$ cat src/hdl/cube_pkg.sv
// ----------------------------------------------------------------------------
// cube_pkg
// shared types and constants of the clamped uniform b-spline evaluator
// ----------------------------------------------------------------------------
package cube_pkg;

    localparam int FRAC_BITS  = 16;
    localparam int MAX_POINTS = 64;
    localparam int MAX_DEGREE = 5;

    localparam int PT_AW  = 6;              // point store address
    localparam int U_W    = FRAC_BITS + 7;  // knot parameter u
    localparam int W_W    = FRAC_BITS + 1;  // basis weight, 1.0 included
    localparam int DEN_W  = U_W + 1;
    localparam int PROD_W = U_W + W_W;
    localparam int DIVN_W = 32 + FRAC_BITS; // divider dividend
    localparam int DS_W   = 32 + U_W + 1;   // shifted divisor
    localparam int QC_W   = 5;              // divider bit count
    localparam int ACC_W  = 32 + W_W + 3;
    localparam int IX_W   = 3;              // basis loop index

    localparam int CFG_IDX_W = 2;
    localparam logic [CFG_IDX_W-1:0] CFG_DEGREE   = 2'd0;
    localparam logic [CFG_IDX_W-1:0] CFG_COUNT    = 2'd1;
    localparam logic [CFG_IDX_W-1:0] CFG_INTERVAL = 2'd2;

    localparam logic ACT_LOAD = 1'b0;
    localparam logic ACT_EVAL = 1'b1;

    typedef enum logic [4:0] {
        ST_IDLE, ST_TOTAL, ST_RANGE, ST_ERR, ST_END_RD, ST_END_OUT,
        ST_DIVU_GO, ST_DIVU_WAIT, ST_KSET, ST_LR, ST_MUL1, ST_DEN,
        ST_DIV1_WAIT, ST_MUL2, ST_DIV2_GO, ST_DIV2_WAIT, ST_SAVE, ST_CHK_R,
        ST_JEND, ST_ACC_INIT, ST_ACC_RD, ST_ACC_MUL, ST_ACC_ADD, ST_FIN
    } state_t;

    typedef enum logic [4:0] {
        OP_NOP, OP_ACCEPT, OP_TOTAL, OP_END_RD, OP_END_OUT, OP_ERR_OUT,
        OP_DIVU, OP_KSET, OP_LR, OP_MUL1, OP_DZ, OP_DIV1, OP_MUL2, OP_DIV2,
        OP_SAVE, OP_JEND, OP_ACC_INIT, OP_ACC_RD, OP_ACC_MUL, OP_ACC_ADD,
        OP_FIN
    } dp_op_t;

    typedef struct packed {
        logic cfg_err;
        logic endpoint;
        logic div_busy;
        logic den_zero;
        logic r_eq_j;
        logic j_eq_p;
        logic r_eq_p;
        logic out_free;
    } dp_status_t;

endpackage

$ cat src/hdl/cube_ctrl.sv
// ----------------------------------------------------------------------------
// cube_ctrl
// sequencer: steps the datapath through range check, division, basis and sum
// ----------------------------------------------------------------------------
module cube_ctrl
(
    input  logic                    clk,
    input  logic                    rst_n,
    input  logic                    in_valid,
    input  logic                    action,
    input  cube_pkg::dp_status_t    status,
    output logic                    in_ready,
    output cube_pkg::dp_op_t        op
);

    cube_pkg::state_t state_reg, state_next;

    always_comb
    begin
        state_next = state_reg;
        unique case (state_reg)
            cube_pkg::ST_IDLE:
                if (in_valid && action == cube_pkg::ACT_EVAL) state_next = cube_pkg::ST_TOTAL;
            cube_pkg::ST_TOTAL:
                state_next = status.cfg_err ? cube_pkg::ST_ERR : cube_pkg::ST_RANGE;
            cube_pkg::ST_RANGE:
                state_next = status.endpoint ? cube_pkg::ST_END_RD : cube_pkg::ST_DIVU_GO;
            cube_pkg::ST_ERR:
                if (status.out_free) state_next = cube_pkg::ST_IDLE;
            cube_pkg::ST_END_RD:
                state_next = cube_pkg::ST_END_OUT;
            cube_pkg::ST_END_OUT:
                if (status.out_free) state_next = cube_pkg::ST_IDLE;
            cube_pkg::ST_DIVU_GO:
                state_next = cube_pkg::ST_DIVU_WAIT;
            cube_pkg::ST_DIVU_WAIT:
                if (!status.div_busy) state_next = cube_pkg::ST_KSET;
            cube_pkg::ST_KSET:
                state_next = cube_pkg::ST_LR;
            cube_pkg::ST_LR:
                state_next = cube_pkg::ST_MUL1;
            cube_pkg::ST_MUL1:
                state_next = cube_pkg::ST_DEN;
            cube_pkg::ST_DEN:
                state_next = status.den_zero ? cube_pkg::ST_CHK_R : cube_pkg::ST_DIV1_WAIT;
            cube_pkg::ST_DIV1_WAIT:
                if (!status.div_busy) state_next = cube_pkg::ST_MUL2;
            cube_pkg::ST_MUL2:
                state_next = cube_pkg::ST_DIV2_GO;
            cube_pkg::ST_DIV2_GO:
                state_next = cube_pkg::ST_DIV2_WAIT;
            cube_pkg::ST_DIV2_WAIT:
                if (!status.div_busy) state_next = cube_pkg::ST_SAVE;
            cube_pkg::ST_SAVE:
                state_next = cube_pkg::ST_CHK_R;
            cube_pkg::ST_CHK_R:
                state_next = status.r_eq_j ? cube_pkg::ST_JEND : cube_pkg::ST_MUL1;
            cube_pkg::ST_JEND:
                state_next = status.j_eq_p ? cube_pkg::ST_ACC_INIT : cube_pkg::ST_LR;
            cube_pkg::ST_ACC_INIT:
                state_next = cube_pkg::ST_ACC_RD;
            cube_pkg::ST_ACC_RD:
                state_next = cube_pkg::ST_ACC_MUL;
            cube_pkg::ST_ACC_MUL:
                state_next = cube_pkg::ST_ACC_ADD;
            cube_pkg::ST_ACC_ADD:
                state_next = status.r_eq_p ? cube_pkg::ST_FIN : cube_pkg::ST_ACC_RD;
            cube_pkg::ST_FIN:
                if (status.out_free) state_next = cube_pkg::ST_IDLE;
            default:
                state_next = cube_pkg::ST_IDLE;
        endcase
    end

    always_comb
    begin
        in_ready = 1'b0;
        op       = cube_pkg::OP_NOP;
        unique case (state_reg)
            cube_pkg::ST_IDLE:
            begin
                in_ready = 1'b1;
                if (in_valid) op = cube_pkg::OP_ACCEPT;
            end
            cube_pkg::ST_TOTAL:     op = cube_pkg::OP_TOTAL;
            cube_pkg::ST_ERR:       if (status.out_free) op = cube_pkg::OP_ERR_OUT;
            cube_pkg::ST_END_RD:    op = cube_pkg::OP_END_RD;
            cube_pkg::ST_END_OUT:   if (status.out_free) op = cube_pkg::OP_END_OUT;
            cube_pkg::ST_DIVU_GO:   op = cube_pkg::OP_DIVU;
            cube_pkg::ST_KSET:      op = cube_pkg::OP_KSET;
            cube_pkg::ST_LR:        op = cube_pkg::OP_LR;
            cube_pkg::ST_MUL1:      op = cube_pkg::OP_MUL1;
            cube_pkg::ST_DEN:       op = status.den_zero ? cube_pkg::OP_DZ : cube_pkg::OP_DIV1;
            cube_pkg::ST_MUL2:      op = cube_pkg::OP_MUL2;
            cube_pkg::ST_DIV2_GO:   op = cube_pkg::OP_DIV2;
            cube_pkg::ST_SAVE:      op = cube_pkg::OP_SAVE;
            cube_pkg::ST_JEND:      op = cube_pkg::OP_JEND;
            cube_pkg::ST_ACC_INIT:  op = cube_pkg::OP_ACC_INIT;
            cube_pkg::ST_ACC_RD:    op = cube_pkg::OP_ACC_RD;
            cube_pkg::ST_ACC_MUL:   op = cube_pkg::OP_ACC_MUL;
            cube_pkg::ST_ACC_ADD:   op = cube_pkg::OP_ACC_ADD;
            cube_pkg::ST_FIN:       if (status.out_free) op = cube_pkg::OP_FIN;
            default:                op = cube_pkg::OP_NOP;
        endcase
    end

    always_ff @(posedge clk or negedge rst_n)
    begin
        if (!rst_n)
        begin
            state_reg <= cube_pkg::ST_IDLE;
        end
        else
        begin
            state_reg <= state_next;
        end
    end

endmodule

$ cat config.mk
export PLATFORM = sky130hd
export DESIGN_NAME = cube_ctrl
export DESIGN_NICKNAME = d
export VERILOG_FILES = /design/src/hdl/cube_pkg.sv /design/src/hdl/cube_ctrl.sv
export SDC_FILE = /design/constraint.sdc
export NUM_CORES = 1
export LEC_CHECK = 0
export ABC_AREA = 1
export BUFFER_PORTS_ARGS = -buffer_cell sky130_fd_sc_hd__buf_2
export CORE_MARGIN = 1.5
export CORE_UTILIZATION = 52
export CTS_CLUSTER_DIAMETER = 100
export CTS_CLUSTER_SIZE = 14
export DETAILED_ROUTE_END_ITERATION = 10
export GPL_TIMING_DRIVEN = 0
export PLACE_DENSITY = 0.77
export SLEW_MARGIN = 20
export SYNTH_ARGS = -nofsm -noshare
export SYNTH_HDL_FRONTEND = slang
export SYNTH_SLANG_ARGS = --single-unit
$ cat constraint.sdc
create_clock -name clk -period 2 [get_ports clk]
set_clock_uncertainty 0.05 [all_clocks]
set_input_delay 0.4 -clock clk [delete_from_list [all_inputs] [get_ports clk]]
set_output_delay 0.4 -clock clk [all_outputs]
set_load 0.02 [all_outputs]
## After elaboration in Yosys (flattened, before gate mapping)

Cells that the tools add are included.

- Logic and storage cells: 52
- Input bits: 12
- Output and inout port bits: 6
- Flip-flop bits (word level): 5

- Reductions and logical operators: 4
- Mux-type cells: 19
- Equal/unequal tests: 28

Operator list:

| cell | count |
|---|---|
| $pmux 5 s22 | 1 |
| $pmux 5 s19 | 1 |
| $mux 5 | 9 |
| $eq 5x4->1 const B | 8 |
| $eq 5x5->1 const B | 8 |
| $eq 5x3->1 const B | 4 |
| $eq 5x2->1 const B | 2 |
| $ne 2x2->1 const B | 4 |
| $mux 3 | 2 |
| $eq 5x1->1 const B | 1 |
| $logic_not 5->1 | 1 |
| $reduce_and 5->1 | 1 |
| $mux 1 | 4 |
| $mux 2 | 2 |
| $reduce_or 3->1 | 1 |
| $ne 2x1->1 const B | 1 |
| $logic_and 1x1->1 | 1 |

## Longest topological paths before layout

- Depth after elaboration: 4
- Gate-level depth with buffers: 10
- Depth with buffers taken out: 10

## Worst setup path before layout

OpenSTA, ideal clock, no wires.

- Path kind: register to output
- From: register state_reg[1]
- To: output port op[0]
- Arrival: 1.337 ns
- Slack: 0.213 ns
- Path buffers: 1
- Cell stages (with the launch flop): 9
- Data required time: 1.550 ns
- Cell sequence: dfrtp_1 -> buf_4 -> nor2_2 -> nand3_1 -> inv_1 -> nand2_1 -> o21ai_0 -> inv_1 -> nand4_1

- Cells in the longest elaborated chain, start to end: 2
- Elaborated cells on any way between the ends: 20
- Those cells by class: eq/ne (18); mux (1); reduce/logical (1)

Ends and longest elaborated chain:

| what | RTL line | text |
|---|---|---|
| start, declared | cube_ctrl.sv:16 | `cube_pkg::state_t state_reg, state_next;` |
| start signal, assigned | cube_ctrl.sv:111 | `state_reg <= cube_pkg::ST_IDLE;` |
| start signal, assigned | cube_ctrl.sv:115 | `state_reg <= state_next;` |
| $eq 5x5->1 (tied with other cells) | cube_ctrl.sv:79 | `unique case (state_reg)` |
| $pmux 5 s19 * | cube_ctrl.sv:79 |  |
| end, declared | cube_ctrl.sv:13 | `output cube_pkg::dp_op_t op` |

Every way passes the cells marked *; elsewhere a longest branch is shown, timed or not.

## Worst setup path after layout

Same ends and word-level chain as after synthesis.

==> impl_metrics.tcl <==
set metrics [dict create \
    worst_skew_pair.late_latency_ns 0.23 \
    first_global_vias 963 \
    maximum_number_of_pins_on_one_net_before_global_route_repair 11 \
    fp.dieH_um 41.6 \
    max_cap_viol_count 0 \
    violations_in_the_final_reports "setup timing" \
    rr_endpoint "state_reg[1]" \
    drive_above_1_share 0.367 \
    hold_class "input pin to flip-flop" \
    cp-startpoint "state_reg[1]" \
    grtUsageTotal 0.259 \
    routabilityCongestion 0.918 \
    layout_worst_path_cycle_share 1.01 \
    fill_cell_instance_count_of_the_final_layout 118 \
    numCtsBuffers 3 \
    worst-setup-path-type "flip-flop to primary output" \
    clkSlewWorstSetupHoldPaths_ns 0.04 \
    footprint_of_the_multi_input_gates_um2 591 \
    port_buffers 17 \
    boundaryPins 18 \
    r2r_setup_slack_ns 0.44 \
    core_region_area_um2 1350 \
    holdPathStages 4 \
    synth.ff_latch_count 5 \
    largest_register_ffs 5 \
    yosys.cell_types.count 26 \
    netlist_area_um2 776 \
    antenna-diode-count 0 \
    clock_sinks 5 \
    layout.nets 179 \
    worstMarginPinSlew_ns 0.220 \
    dpl_worst_slack_ns 0.125 \
    detail-route-antenna-nets 0 \
    gr-total-overflow 0 \
    timing.critical_path.from_type "flip-flop" \
    dieWidth_um 41.6 \
    floorplan.initialDensity 0.575 \
    power.leakage_nw 0.593 \
    drcViolationCount 0 \
    rsz_0062_raised_after_global_routing "yes" \
    vdd_ir_drop_max_v 0.000979 \
    vias 1029 \
    dpl.hpwl_um 1660 \
    finalWorstPathRequiredPeriod_ns 2.02 \
    synth.yosys.seq_area_share 0.161 \
    most-common-layout-cells "sky130_fd_sc_hd__nand2_1 (32), sky130_fd_sc_hd__nor2_1 (18), sky130_fd_sc_hd__buf_2 (15), sky130_fd_sc_hd__inv_1 (14), sky130_fd_sc_hd__nand3_1 (12)" \
    run_status "finished with violations" \
    relative_max_transition_margin 0.852 \
    viasPerCell 5.69 \
    critPathMaxFanout 9 \
    finalHoldViolCount 0 \
    cts_tree "built" \
    drtIter0Drc 44 \
    setup_viol_count_final 2 \
    r2r.worst_path.cells 8 \
    yosys_warnings 0 \
    drt_pass1_iterations 4 \
    maxSlewViolCount 0 \
    cell_rows 13 \
    layout-area-overhead-vs-synth_pct 35.2 \
    setup-tns-final_ns -0.0412 \
    max_freq_mhz 494 \
    synth.net_count 149 \
    cts_htree_levels 1 \
    ctsRootBufferMaster "sky130_fd_sc_hd__clkbuf_4" \
    wl_per_cell_um 12.3 \
    fin_ws_ns -0.0243 \
    hold_path_end "state_reg[3]" \
    p_per_area_nw_per_um2 1510 \
    cp_required_ns 1.55 \
    clk_path_buf_depth 2 \
    fp.dieArea_um2 1730 \
    most_common_library_cell_in_the_layout_ignoring_fill_and_taps "sky130_fd_sc_hd__nand2_1" \
    route.final.wire_length_um 2220 \
    min-delay-start "status[5]" \
    grt_antenna_before_repair 0 \
    hold_ws_ns 0.437 \
    cp.arrival_ns 1.57 \
    synthesis.instances 137 \
    r2r_start "state_reg[0]" \
    avgSynthCellArea_um2 5.66 \
    wire_length_of_the_first_global_routing_pass_um 3670 \
    critPathCaptureType "primary output" \
    final-seq-area_um2 129 \
]
==> per-stage QoR <==
stage / util / cells / cell area [um2] / power [W]
finish: 0.777 / 181 / 1050 / 0.00159
global route: 0.777 / 181 / 1050 / 0.00171
CTS: 0.736 / 178 / 993 / 0.00146
detailed placement: 0.652 / 169 / 880 / 0.00123
global placement: 0.652 / 169 / 880 / 0.00121
floorplan: - / 137 / 776 / 0.000984
==> final cells by class <==
cell class                 count  area share
timing repair buffer          26       0.159
sequential                     5       0.123
buffer                         4      0.0334
multi-input combinational    107       0.563
clock buffer                   4      0.0251
inverter                      20      0.0788
tap                           15      0.0179
==> critical path, cell delays in order (launching register included) <==
cell                      delay, ns
sky130_fd_sc_hd__dfrtp_1       0.33
sky130_fd_sc_hd__buf_6         0.17
sky130_fd_sc_hd__nand2_2       0.13
sky130_fd_sc_hd__nor2_2        0.16
sky130_fd_sc_hd__nand2_2       0.08
sky130_fd_sc_hd__o21ai_0       0.19
sky130_fd_sc_hd__inv_1         0.06
sky130_fd_sc_hd__nand4_1       0.08
sky130_fd_sc_hd__buf_4         0.14
==> routing by layer <==
layer	GRT usage	vias to the layer above	routed length, um
li1	-	514	-
met1	0.355	459	956
met2	0.409	52	1120
met3	0.00435	4	125
met4	0.148	0	21
met5	0	-	0
==> kinds of logic (layout without fill, tap and decap cells) <==
logic type,count (synthesis),after routing,synth area share
compound gates,18,18,0.147
buf+inv,25,54,0.135
simple gates,89,89,0.556
flops,5,5,0.161
==> power breakdown <==
group / internal (W) / switching, W
sequential: 0.000148 / 0.0000765
clock: 0.0000750 / 0.0000343
combinational: 0.000479 / 0.000772
total: 0.000703 / 0.000883
==> how the worst max path moves through the flow <==
stage	endpoint	slack, ns	cells past startpoint
detailed placement	op[0]	0.12	9
finish	op[0]	-0.02	8
floorplan	op[0]	0.21	8
global placement	op[0]	0.15	9
global route	op[3]	-0.11	6
CTS	op[4]	0.005	7
==> synth_stat cells, drive strengths merged <==
master / number / area [um2]
a211oi: 2 / 15.0
a21oi: 2 / 13.8
buf: 5 / 30.0
clkinv: 1 / 3.75
dfrtp: 5 / 125
inv: 19 / 71.3
nand2: 38 / 158
nand3: 16 / 97.6
nand4: 8 / 50.1
nor2: 26 / 121
nor3: 1 / 5.00
o2111ai: 1 / 8.76
o211ai: 2 / 15.0
o21a: 2 / 15.0
o21ai: 8 / 40.0
o22ai: 1 / 6.26
==> what timing repair did <==
item | in CTS | in global routing
setup endpoints to repair | 4 | 5
hold endpoints to repair | 5 | 0
hold buffers | 1 | 0
buffers inserted | 5 | 3
resized for setup | 14 | 14
pin swaps | 3 | 8
Power figures use the tool's default switching activity.
